$ cat src/sv/image_datagram_segmenter_macros.svh
// assertion macros for the image datagram segmenter
// used by modules that carry concurrent checks; needs clk and rst_n in scope
`ifndef IMAGE_DATAGRAM_SEGMENTER_MACROS_SVH
`define IMAGE_DATAGRAM_SEGMENTER_MACROS_SVH

`ifndef SYNTH
// condition holds at every edge out of reset
`define IDS_ASSERT(lbl, cond, msg) \
    lbl: assert property (@(posedge clk) disable iff (!rst_n) (cond)) else $error(msg);
// antecedent implies consequent in the next cycle
`define IDS_ASSERT_NEXT(lbl, ante, cons, msg) \
    lbl: assert property (@(posedge clk) disable iff (!rst_n) (ante) |=> (cons)) \
        else $error(msg);
`else
`define IDS_ASSERT(lbl, cond, msg)
`define IDS_ASSERT_NEXT(lbl, ante, cons, msg)
`endif

`endif

$ cat src/sv/ids_pkg.sv
// shared types and constants of the image datagram segmenter
// no dependencies
package ids_pkg;

    localparam int unsigned ADDR_W = 6;
    localparam int unsigned DATA_W = 64;

    localparam logic [4:0]  HDR_BYTES    = 5'd21;
    localparam logic [15:0] HDR_BYTES_16 = 16'd21;
    localparam logic [15:0] MIN_DGRAM    = 16'd22;
    localparam logic [15:0] NONFINAL_LEN = 16'd1003;
    localparam logic [15:0] RESET_DGRAM  = 16'd1024;
    localparam logic [31:0] RESET_ILEN   = 32'd1;

    // register indexes, byte address is 8 times the index
    localparam logic [2:0] REG_DGRAM_SIZE = 3'd0;
    localparam logic [2:0] REG_IMAGE_LEN  = 3'd1;
    localparam logic [2:0] REG_MSG_IDS    = 3'd2;
    localparam logic [2:0] REG_TIME_STAMP = 3'd3;
    localparam logic [2:0] REG_IMAGE_DIMS = 3'd4;
    localparam logic [2:0] REG_IMAGE_FMT  = 3'd5;

    typedef struct packed {
        logic [15:0] datagram_size;
        logic [31:0] image_length;
        logic [31:0] message_ids;
        logic [31:0] time_stamp;
        logic [47:0] image_dims;
        logic [39:0] image_format;
    } cfg_t;

    // one classified word between front and back
    typedef struct packed {
        logic [7:0]  pixel_byte;
        logic        start;
        logic [15:0] length_word;
        logic        datagram_last;
        logic        image_last;
    } qent_t;

endpackage

$ cat src/sv/ids_pix_if.sv
// input channel: one image byte per word
// no dependencies
interface ids_pix_if;
    logic       valid;
    logic       ready;
    logic [7:0] pixel_byte;

    modport source (output valid, output pixel_byte, input ready);
    modport sink (input valid, input pixel_byte, output ready);
endinterface

$ cat src/sv/ids_dgram_if.sv
// output channel: one datagram byte per word with framing flags
// no dependencies
interface ids_dgram_if;
    logic       valid;
    logic       ready;
    logic [7:0] out_byte;
    logic       run_last;
    logic       datagram_last;
    logic       image_last;

    modport source (output valid, output out_byte, output run_last,
                    output datagram_last, output image_last, input ready);
    modport sink (input valid, input out_byte, input run_last,
                  input datagram_last, input image_last, output ready);
endinterface

$ cat src/sv/image_datagram_segmenter.sv
// image datagram segmenter: one word per cycle out while the receiver is ready, a 21-byte header
// ahead of each datagram; a payload word passes through the queue and the output register, and a
// word that opens a datagram follows its 21 header words
// input runs at one word per cycle while the front queue has room and stalls while the back end
// emits a header once the queue fills
// reset is asynchronous active low: counters, queue and output valid clear, registers take
// their reset values; no clearing pass
module image_datagram_segmenter #(
    parameter int unsigned QUEUE_DEPTH = 4
) (
    input  logic                        clk,
    input  logic                        rst_n,
    input  logic                        psel,
    input  logic                        penable,
    input  logic                        pwrite,
    input  logic [ids_pkg::ADDR_W-1:0]  paddr,
    input  logic [ids_pkg::DATA_W-1:0]  pwdata,
    output logic [ids_pkg::DATA_W-1:0]  prdata,
    output logic                        pready,
    ids_pix_if.sink                     pix,
    ids_dgram_if.source                 dgram
);

    ids_pkg::cfg_t  cfg;
    ids_pkg::qent_t push_ent;
    ids_pkg::qent_t head_ent;
    logic           push;
    logic           q_full;
    logic           pop;
    logic           head_valid;

    ids_cfg_regs u_regs (
        .clk     (clk),
        .rst_n   (rst_n),
        .psel    (psel),
        .penable (penable),
        .pwrite  (pwrite),
        .paddr   (paddr),
        .pwdata  (pwdata),
        .prdata  (prdata),
        .pready  (pready),
        .cfg     (cfg)
    );

    ids_front u_front (
        .clk      (clk),
        .rst_n    (rst_n),
        .cfg      (cfg),
        .pix      (pix),
        .q_full   (q_full),
        .push     (push),
        .push_ent (push_ent)
    );

    ids_queue #(
        .DEPTH (QUEUE_DEPTH)
    ) u_queue (
        .clk        (clk),
        .rst_n      (rst_n),
        .push       (push),
        .push_ent   (push_ent),
        .full       (q_full),
        .pop        (pop),
        .head_valid (head_valid),
        .head_ent   (head_ent)
    );

    ids_back u_back (
        .clk        (clk),
        .rst_n      (rst_n),
        .cfg        (cfg),
        .head_valid (head_valid),
        .head_ent   (head_ent),
        .pop        (pop),
        .dgram      (dgram)
    );

endmodule

$ cat src/sv/ids_cfg_regs.sv
// apb-style configuration registers of the segmenter
// depends on ids_pkg
module ids_cfg_regs (
    input  logic                        clk,
    input  logic                        rst_n,
    input  logic                        psel,
    input  logic                        penable,
    input  logic                        pwrite,
    input  logic [ids_pkg::ADDR_W-1:0]  paddr,
    input  logic [ids_pkg::DATA_W-1:0]  pwdata,
    output logic [ids_pkg::DATA_W-1:0]  prdata,
    output logic                        pready,
    output ids_pkg::cfg_t               cfg
);

    ids_pkg::cfg_t cfg_reg;
    logic [2:0]    idx;
    logic          wr_en;

    assign idx    = paddr[ids_pkg::ADDR_W-1:3];
    assign wr_en  = psel && penable && pwrite;
    assign pready = 1'b1;
    assign cfg    = cfg_reg;

    always_ff @(posedge clk or negedge rst_n)
    begin
        if (!rst_n)
        begin
            cfg_reg.datagram_size <= ids_pkg::RESET_DGRAM;
            cfg_reg.image_length  <= ids_pkg::RESET_ILEN;
            cfg_reg.message_ids   <= '0;
            cfg_reg.time_stamp    <= '0;
            cfg_reg.image_dims    <= '0;
            cfg_reg.image_format  <= '0;
        end
        else if (wr_en)
        begin
            case (idx)
                ids_pkg::REG_DGRAM_SIZE: cfg_reg.datagram_size <= pwdata[15:0];
                ids_pkg::REG_IMAGE_LEN:  cfg_reg.image_length  <= pwdata[31:0];
                ids_pkg::REG_MSG_IDS:    cfg_reg.message_ids   <= pwdata[31:0];
                ids_pkg::REG_TIME_STAMP: cfg_reg.time_stamp    <= pwdata[31:0];
                ids_pkg::REG_IMAGE_DIMS: cfg_reg.image_dims    <= pwdata[47:0];
                ids_pkg::REG_IMAGE_FMT:  cfg_reg.image_format  <= pwdata[39:0];
                default: ;
            endcase
        end
    end

    always_comb
    begin
        case (idx)
            ids_pkg::REG_DGRAM_SIZE: prdata = {48'd0, cfg_reg.datagram_size};
            ids_pkg::REG_IMAGE_LEN:  prdata = {32'd0, cfg_reg.image_length};
            ids_pkg::REG_MSG_IDS:    prdata = {32'd0, cfg_reg.message_ids};
            ids_pkg::REG_TIME_STAMP: prdata = {32'd0, cfg_reg.time_stamp};
            ids_pkg::REG_IMAGE_DIMS: prdata = {16'd0, cfg_reg.image_dims};
            ids_pkg::REG_IMAGE_FMT:  prdata = {24'd0, cfg_reg.image_format};
            default:                 prdata = '0;
        endcase
    end

endmodule

$ cat src/sv/ids_front.sv
// front end: accepts image bytes, tracks datagram boundaries, classifies each word
// depends on ids_pkg and ids_pix_if
module ids_front (
    input  logic            clk,
    input  logic            rst_n,
    input  ids_pkg::cfg_t   cfg,
    ids_pix_if.sink         pix,
    input  logic            q_full,
    output logic            push,
    output ids_pkg::qent_t  push_ent
);

    logic [15:0] pos_reg;
    logic [31:0] cons_reg;
    logic [15:0] len_reg;
    logic        fin_reg;

    logic        start;
    logic [15:0] ds_eff;
    logic [15:0] plen;
    logic [31:0] ilen_eff;
    logic [31:0] rem;
    logic        new_fin;
    logic [15:0] new_len;
    logic [15:0] len_use;
    logic        fin_use;
    logic [16:0] pos_inc;
    logic        dlast;
    logic [15:0] pos_next;
    logic [31:0] cons_next;

    assign start    = (pos_reg == 16'd0);
    assign ds_eff   = (cfg.datagram_size < ids_pkg::MIN_DGRAM) ? ids_pkg::MIN_DGRAM
                                                               : cfg.datagram_size;
    assign plen     = ds_eff - ids_pkg::HDR_BYTES_16;
    assign ilen_eff = (cfg.image_length == 32'd0) ? 32'd1 : cfg.image_length;
    // length shrunk to or below what was taken: one-byte final datagram
    assign rem      = (ilen_eff > cons_reg) ? (ilen_eff - cons_reg) : 32'd1;
    assign new_fin  = (rem <= {16'd0, plen});
    assign new_len  = new_fin ? rem[15:0] : plen;
    assign len_use  = start ? new_len : len_reg;
    assign fin_use  = start ? new_fin : fin_reg;
    assign pos_inc  = {1'b0, pos_reg} + 17'd1;
    assign dlast    = (pos_inc >= {1'b0, len_use});

    assign pix.ready = !q_full;
    assign push      = pix.valid && !q_full;

    assign push_ent.pixel_byte    = pix.pixel_byte;
    assign push_ent.start         = start;
    assign push_ent.length_word   = new_fin ? rem[15:0] : ids_pkg::NONFINAL_LEN;
    assign push_ent.datagram_last = dlast;
    assign push_ent.image_last    = dlast && fin_use;

    always_comb
    begin
        pos_next  = pos_inc[15:0];
        cons_next = cons_reg + 32'd1;
        if (dlast)
        begin
            pos_next = 16'd0;
            if (fin_use)
            begin
                cons_next = 32'd0;
            end
        end
    end

    always_ff @(posedge clk or negedge rst_n)
    begin
        if (!rst_n)
        begin
            pos_reg  <= '0;
            cons_reg <= '0;
            len_reg  <= '0;
            fin_reg  <= 1'b0;
        end
        else if (push)
        begin
            pos_reg  <= pos_next;
            cons_reg <= cons_next;
            if (start)
            begin
                len_reg <= new_len;
                fin_reg <= new_fin;
            end
        end
    end

endmodule

$ cat src/sv/ids_queue.sv
// short word queue between front and back
// depends on ids_pkg
module ids_queue #(
    parameter int unsigned DEPTH = 4
) (
    input  logic            clk,
    input  logic            rst_n,
    input  logic            push,
    input  ids_pkg::qent_t  push_ent,
    output logic            full,
    input  logic            pop,
    output logic            head_valid,
    output ids_pkg::qent_t  head_ent
);

    localparam int unsigned PTR_W = (DEPTH > 1) ? $clog2(DEPTH) : 1;
    localparam int unsigned CNT_W = $clog2(DEPTH + 1);
    localparam logic [PTR_W-1:0] LAST_PTR = PTR_W'(DEPTH - 1);
    localparam logic [CNT_W-1:0] FULL_CNT = CNT_W'(DEPTH);

    ids_pkg::qent_t   mem [DEPTH];
    logic [PTR_W-1:0] wr_ptr_reg;
    logic [PTR_W-1:0] rd_ptr_reg;
    logic [CNT_W-1:0] cnt_reg;

    assign full       = (cnt_reg == FULL_CNT);
    assign head_valid = (cnt_reg != '0);
    assign head_ent   = mem[rd_ptr_reg];

    always_ff @(posedge clk)
    begin
        if (push)
        begin
            mem[wr_ptr_reg] <= push_ent;
        end
    end

    always_ff @(posedge clk or negedge rst_n)
    begin
        if (!rst_n)
        begin
            wr_ptr_reg <= '0;
            rd_ptr_reg <= '0;
            cnt_reg    <= '0;
        end
        else
        begin
            if (push)
            begin
                wr_ptr_reg <= (wr_ptr_reg == LAST_PTR) ? '0 : wr_ptr_reg + 1'b1;
            end
            if (pop)
            begin
                rd_ptr_reg <= (rd_ptr_reg == LAST_PTR) ? '0 : rd_ptr_reg + 1'b1;
            end
            if (push && !pop)
            begin
                cnt_reg <= cnt_reg + 1'b1;
            end
            else if (pop && !push)
            begin
                cnt_reg <= cnt_reg - 1'b1;
            end
        end
    end

endmodule

$ cat src/sv/ids_back.sv
// back end: expands a start word into the 21-byte header, then emits the payload byte
// depends on ids_pkg, ids_dgram_if and the assertion macro header
`include "image_datagram_segmenter_macros.svh"

module ids_back (
    input  logic            clk,
    input  logic            rst_n,
    input  ids_pkg::cfg_t   cfg,
    input  logic            head_valid,
    input  ids_pkg::qent_t  head_ent,
    output logic            pop,
    ids_dgram_if.source     dgram
);

    logic [4:0] hdr_cnt_reg;
    logic [4:0] hdr_cnt_next;
    logic       out_valid_reg;
    logic [7:0] out_byte_reg;
    logic       run_last_reg;
    logic       dlast_reg;
    logic       ilast_reg;

    logic       advance;
    logic       in_hdr;
    logic [7:0] hdr_byte;

    assign advance = !out_valid_reg || dgram.ready;
    assign in_hdr  = head_ent.start && (hdr_cnt_reg != ids_pkg::HDR_BYTES);
    assign pop     = advance && head_valid && !in_hdr;

    always_comb
    begin
        case (hdr_cnt_reg)
            5'd0:    hdr_byte = cfg.message_ids[7:0];
            5'd1:    hdr_byte = cfg.message_ids[15:8];
            5'd2:    hdr_byte = cfg.message_ids[23:16];
            5'd3:    hdr_byte = cfg.message_ids[31:24];
            5'd4:    hdr_byte = cfg.time_stamp[7:0];
            5'd5:    hdr_byte = cfg.time_stamp[15:8];
            5'd6:    hdr_byte = cfg.time_stamp[23:16];
            5'd7:    hdr_byte = cfg.time_stamp[31:24];
            5'd8:    hdr_byte = head_ent.length_word[7:0];
            5'd9:    hdr_byte = head_ent.length_word[15:8];
            5'd10:   hdr_byte = cfg.image_dims[7:0];
            5'd11:   hdr_byte = cfg.image_dims[15:8];
            5'd12:   hdr_byte = cfg.image_dims[23:16];
            5'd13:   hdr_byte = cfg.image_dims[31:24];
            5'd14:   hdr_byte = cfg.image_dims[39:32];
            5'd15:   hdr_byte = cfg.image_dims[47:40];
            5'd16:   hdr_byte = cfg.image_format[7:0];
            5'd17:   hdr_byte = cfg.image_format[15:8];
            5'd18:   hdr_byte = cfg.image_format[23:16];
            5'd19:   hdr_byte = cfg.image_format[31:24];
            5'd20:   hdr_byte = cfg.image_format[39:32];
            default: hdr_byte = 8'd0;
        endcase
    end

    always_comb
    begin
        hdr_cnt_next = hdr_cnt_reg;
        if (advance && head_valid)
        begin
            hdr_cnt_next = in_hdr ? hdr_cnt_reg + 5'd1 : 5'd0;
        end
    end

    always_ff @(posedge clk or negedge rst_n)
    begin
        if (!rst_n)
        begin
            hdr_cnt_reg   <= '0;
            out_valid_reg <= 1'b0;
        end
        else
        begin
            hdr_cnt_reg <= hdr_cnt_next;
            if (advance)
            begin
                out_valid_reg <= head_valid;
            end
        end
    end

    always_ff @(posedge clk)
    begin
        if (advance && head_valid)
        begin
            if (in_hdr)
            begin
                out_byte_reg <= hdr_byte;
                run_last_reg <= 1'b0;
                dlast_reg    <= 1'b0;
                ilast_reg    <= 1'b0;
            end
            else
            begin
                out_byte_reg <= head_ent.pixel_byte;
                run_last_reg <= 1'b1;
                dlast_reg    <= head_ent.datagram_last;
                ilast_reg    <= head_ent.image_last;
            end
        end
    end

    assign dgram.valid         = out_valid_reg;
    assign dgram.out_byte      = out_byte_reg;
    assign dgram.run_last      = run_last_reg;
    assign dgram.datagram_last = dlast_reg;
    assign dgram.image_last    = ilast_reg;

    `IDS_ASSERT(a_hdr_cnt_range, hdr_cnt_reg <= ids_pkg::HDR_BYTES, "header counter overran")
    `IDS_ASSERT(a_ilast_ends_dgram, !(out_valid_reg && ilast_reg) || dlast_reg, "image end without datagram end")
    `IDS_ASSERT(a_hdr_no_flags, !(out_valid_reg && !run_last_reg) || !dlast_reg, "header byte flagged as datagram end")
    `IDS_ASSERT_NEXT(a_hdr_then_more, out_valid_reg && !run_last_reg && dgram.ready, out_valid_reg, "header cut short")

endmodule

$ cat src/flat_wrapper.sv
// flat-port wrapper written by rule: the top's interface ports become plain ports
module image_datagram_segmenter_flat 
#(
    parameter int unsigned QUEUE_DEPTH = 4
)
  (clk, rst_n, psel, penable, pwrite, paddr, pwdata, prdata, pready, pix_valid, pix_pixel_byte, pix_ready, dgram_valid, dgram_out_byte, dgram_run_last, dgram_datagram_last, dgram_image_last, dgram_ready);
  ids_pix_if pix_i ();
  ids_dgram_if dgram_i ();
  input  logic clk;
  input  logic rst_n;
  input  logic psel;
  input  logic penable;
  input  logic pwrite;
  input  logic [ids_pkg::ADDR_W-1:0] paddr;
  input  logic [ids_pkg::DATA_W-1:0] pwdata;
  output logic [ids_pkg::DATA_W-1:0] prdata;
  output logic pready;
  input wire logic [$bits(pix_i.valid)-1:0] pix_valid;
  input wire logic [$bits(pix_i.pixel_byte)-1:0] pix_pixel_byte;
  output wire logic [$bits(pix_i.ready)-1:0] pix_ready;
  output wire logic [$bits(dgram_i.valid)-1:0] dgram_valid;
  output wire logic [$bits(dgram_i.out_byte)-1:0] dgram_out_byte;
  output wire logic [$bits(dgram_i.run_last)-1:0] dgram_run_last;
  output wire logic [$bits(dgram_i.datagram_last)-1:0] dgram_datagram_last;
  output wire logic [$bits(dgram_i.image_last)-1:0] dgram_image_last;
  input wire logic [$bits(dgram_i.ready)-1:0] dgram_ready;
  assign pix_i.valid = pix_valid;
  assign pix_i.pixel_byte = pix_pixel_byte;
  assign pix_ready = pix_i.ready;
  assign dgram_valid = dgram_i.valid;
  assign dgram_out_byte = dgram_i.out_byte;
  assign dgram_run_last = dgram_i.run_last;
  assign dgram_datagram_last = dgram_i.datagram_last;
  assign dgram_image_last = dgram_i.image_last;
  assign dgram_i.ready = dgram_ready;
  image_datagram_segmenter #(.QUEUE_DEPTH(QUEUE_DEPTH)) u_core (.clk(clk), .rst_n(rst_n), .psel(psel), .penable(penable), .pwrite(pwrite), .paddr(paddr), .pwdata(pwdata), .prdata(prdata), .pready(pready), .pix(pix_i), .dgram(dgram_i));
endmodule
$ cat config.mk
export PLATFORM = sky130hd
export DESIGN_NAME = image_datagram_segmenter_flat
export DESIGN_NICKNAME = d
export VERILOG_FILES = /design/src/sv/ids_pkg.sv /design/src/sv/ids_pix_if.sv /design/src/sv/ids_dgram_if.sv /design/src/sv/image_datagram_segmenter.sv /design/src/sv/ids_cfg_regs.sv /design/src/sv/ids_front.sv /design/src/sv/ids_queue.sv /design/src/sv/ids_back.sv /design/src/flat_wrapper.sv
export VERILOG_INCLUDE_DIRS = /design/src /design/src/sv
export SDC_FILE = /design/constraint.sdc
export NUM_CORES = 1
export LEC_CHECK = 0
export BUFFER_PORTS_ARGS = -buffer_cell sky130_fd_sc_hd__buf_2
export CAP_MARGIN = 20
export CORE_ASPECT_RATIO = 1.4
export CORE_MARGIN = 1.5
export CORE_UTILIZATION = 60
export CTS_CLUSTER_SIZE = 40
export DETAILED_ROUTE_END_ITERATION = 8
export GPL_TIMING_DRIVEN = 1
export PLACE_DENSITY = 0.81
export SYNTH_ARGS = -nofsm -noshare
export SYNTH_HDL_FRONTEND = slang
export SYNTH_SLANG_ARGS = --single-unit
$ cat constraint.sdc
create_clock -name clk -period 13.8 [get_ports clk]
set_clock_uncertainty 0.15 [all_clocks]
set_input_delay 0.69 -clock clk [delete_from_list [all_inputs] [get_ports clk]]
set_output_delay 0.69 -clock clk [all_outputs]
set_load 0.05 [all_outputs]
==> summary.md <==
| Metric | Value |
|---|---|
| Status | finished, violations left |
| Failing checks | max-slew violations |
| Die Ht | 229 um |
| Initial antenna violation count | 3 |
| DIE WIDTH | around 160 um |
| Synth Area per Inst | around 11 sq um |
| Post-synth EDFFs | 119 |
| # setup viols final | 0 |
| CP Data Arrival Time | roughly 11 ns |
| Pint | around 0.003 W |
| WP buf/inv | 3 |
| Warnings from Yosys | 0 |
| Initial Utilization | 0.611 |
| Final wirelength | 66,000 um |
| Placed wire-length estimate | around 47,000 um |
| Rel. slew slack | -0.0954 |
| Routed WL per cell | between 20 and 30 um |
| Vias | 16,800 |
| Drt pass-1 iters | 8 |
| CTS tree | done |
| First-pass GRT wire length | around 100,000 um |
| Post-CTS Hold Fix Bufs | 0 |
| Post-CTS Resized | 0 |
| Mapped Cells | just under 2,000 |
| Largest net degree at the start of global routing | approximately 120 |
| Placeable Area | approximately 0.036 sq mm |
| Clk root buf | clkbuf_16 |
| CP dominant cell by count | o21a_1 |
| Flops & latches, synth | 397 |
| FF+latch area | approximately 0.011 sq mm |
| Switching Fraction | 0.419 |
| Peak supply drop | ~0.14 mV |
| Sink Count | 397 |
| Area of the multi-input gates | 0.0105 sq mm |
| Die ar. | 0.0376 sq mm |
| Synth area leader | dfrtp_1 |
| Fillcell total | 2,619 |
| Register area share after synthesis | 0.482 |
| Share of cells above drive strength 1 | 0.253 |
| Max-slew violation count | 2 |
| PD cells | between 200 and 250 mW/mm^2 |
| Max FFs per register | 200 |
| NetSw | ~0.0022 W |
| Pre-CTS WS | roughly 3.5 ns |
| Top Family by Delay on Critical Path | compound AO/OA/AOI/OAI gates |
| Critical path class | reg -> reg |
| Netlist Area Pre-Place | approximately 0.022 sq mm |
| Seq pwr share | 0.352 |
| Async set-or-reset flop fraction in the synthesized netlist | 0.700 |
| Setup crit end kind | flop |
| Global Route Usage Sum | 0.355 |
| CP peak stage delay | roughly 0.73 ns |
| Total CTS buffers | 39 |
| Clk pin slew, worst setup/hold paths | approximately 0.07 ns |
| ANT nets after route | 0 |
| HP Class | in -> async |
| Clock buffer depth | 3 |
| Synth Flop Type | dfrtp_1 |
| Largest cells by area after synthesis | dfrtp_1 (32%), edfxtp_1 (16%), mux2_2 (11%), ha_1 (4.5%), nand2_1 (2.8%) |
| Area growth, synth to finish | 9.80% |
| Endpoints failing hold | 0 |
| Fin crit share | 0.763 |
| Placer Congestion | 1.02 |
| Leak Pwr | 10.3 nW |
| Number of global-route vias before repair | between 15,000 and 20,000 |
| Setup WS post-layout | between 3 and 4 ns |
| Num ports | ~160 |
| RSZ-0062 raised after global routing | no |
| Row count | between 80 and 90 |
| Grt total ovfl | 0 |
| Maximum clock frequency | about 0.095 GHz |
| Post-DR vias/cell | 6.73 |
| Initial DRC Count | around 2,100 |
| Setup Buffers After CTS | 0 |
| Comb power frac | 0.451 |
| Max-cap violations | 0 |
| Critical Path Start Type | flop |
| DRC Markers | 0 |
| Worst-Margin Slew | around 1.6 ns |
| Yosys cell types | between 80 and 90 |
| H-tree depth | 2 |
| Minimum clock period | ~11 ns |
| Clock power share | 0.198 |
| Clk_lat worst skew | around 0.55 ns |
| CP required | approximately 14 ns |
| Port bufs | 126 |
| CP max FO | 28 |
| Post-synth top area share | 0.316 |
| Slowest-stage cell, CP | or3_1 |
| Layout net count | 2,174 |
| Fin Setup TNS | 0 ns |
## through the flow
step / std cells / total power [W] / hold slack, ns / util / instance area (sq um)
after floorplan: 1945 / 0.00342 / 0.244 / - / 21900
after global placement: 2429 / 0.00400 / 0.325 / 0.636 / 22800
after detailed placement: 2429 / 0.00408 / 0.339 / 0.636 / 22800
after CTS: 2498 / 0.00511 / 0.103 / 0.669 / 24000
after global routing: 2501 / 0.00542 / 0.123 / 0.670 / 24000
final: 2502 / 0.00515 / 0.0429 / 0.670 / 24000
## cell usage after synthesis, drive strengths merged (19+ instances only)
cell type / count
nand4: 35
mux2i: 46
a22oi: 71
mux4: 26
clkbuf: 91
dfrtp: 276
edfxtp: 119
xor2: 22
o21ai: 76
nor3: 26
a21oi: 48
nor4: 19
inv: 70
xnor2: 55
mux2: 218
nor2: 107
ha: 78
buf: 47
nand3: 46
and3: 22
nand2: 165
## area by class of cell
type | instances | share of cell area
Multi-Input combinational cell | 1339 | 0.437
Antenna cell | 3 | 0.000313
Clock buffer | 53 | 0.0454
Sequential cell | 397 | 0.439
Clock inverter | 16 | 0.00443
Inverter | 71 | 0.0111
Tap cell | 462 | 0.0241
Timing Repair Buffer | 161 | 0.0385
## final timing paths
check	cells past startpoint	startpoint	endpoint	slack (ns)
min reg2reg	2	u_core.u_back.dgram.valid$_DFFE_PN0P_	u_core.u_back.dgram.valid$_DFFE_PN0P_	0.35
max reg2reg	38	u_core.u_regs.cfg[154]$_DFFE_PN0P_	u_core.u_front.cons_reg[7]$_DFFE_PN0P_	3.27
max	38	u_core.u_regs.cfg[154]$_DFFE_PN0P_	u_core.u_front.cons_reg[7]$_DFFE_PN0P_	3.27
min in group clk	1	pix_pixel_byte[7]	u_core.u_queue.mem[3][26]$_DFFE_PP_	0.21
max in group asynchronous	2	rst_n	u_core.u_regs.cfg[93]$_DFFE_PN0P_	11.89
min	1	rst_n	u_core.u_regs.cfg[30]$_DFFE_PN0P_	0.04
## power by group through the flow
stage / logic, W / registers, W / clock network (W)
3_3_place_gp: 0.00221 / 0.00179 / 0
6_report: 0.00232 / 0.00181 / 0.00102
3_5_place_dp: 0.00227 / 0.00181 / 0
2_1_floorplan: 0.00165 / 0.00177 / 0
5_1_grt: 0.00251 / 0.00183 / 0.00107
4_1_cts: 0.00229 / 0.00179 / 0.00103
## routing by layer
layer,routed length (um),vias up,global-route usage,share of wire
met2,31400,968,0.575,0.48
met3,5520,281,0.0739,0.084
met5,10,-,0,0.00015
met1,23500,8298,0.418,0.36
li1,-,7298,-,-
met4,5550,2,0.251,0.084
## cell usage in the layout (no fill, tap or decap), drive strengths merged, types with 26 or more instances in the layout
master  Yosys  layout
xnor2      55      55
a22oi      71      71
dfrtp     276     276
nor3       26      26
inv        70      74
o21ai      76      76
nand2     165     165
nand4      35      35
nor2      107     107
mux2      218     218
a21oi      48      48
nand3      46      46
clkbuf     91      53
buf        47     161
edfxtp    119     119
mux2i      46      46
mux4       26      26
ha         78      78
## kinds of logic (layout without fill, tap and decap cells)
family	Yosys count	after routing	synth area share
other	2	20	0.000343
AO/OA/AOI/OAI	386	386	0.130
XOR/XNOR	77	77	0.0308
buffers and inverters	209	301	0.0429
multiplexers	290	290	0.160
flip-flops	397	397	0.482
adder cells (fa/ha/maj)	80	80	0.0465
AND/OR/NAND/NOR	489	489	0.108
No activity file was read; power rests on OpenSTA's default activity.
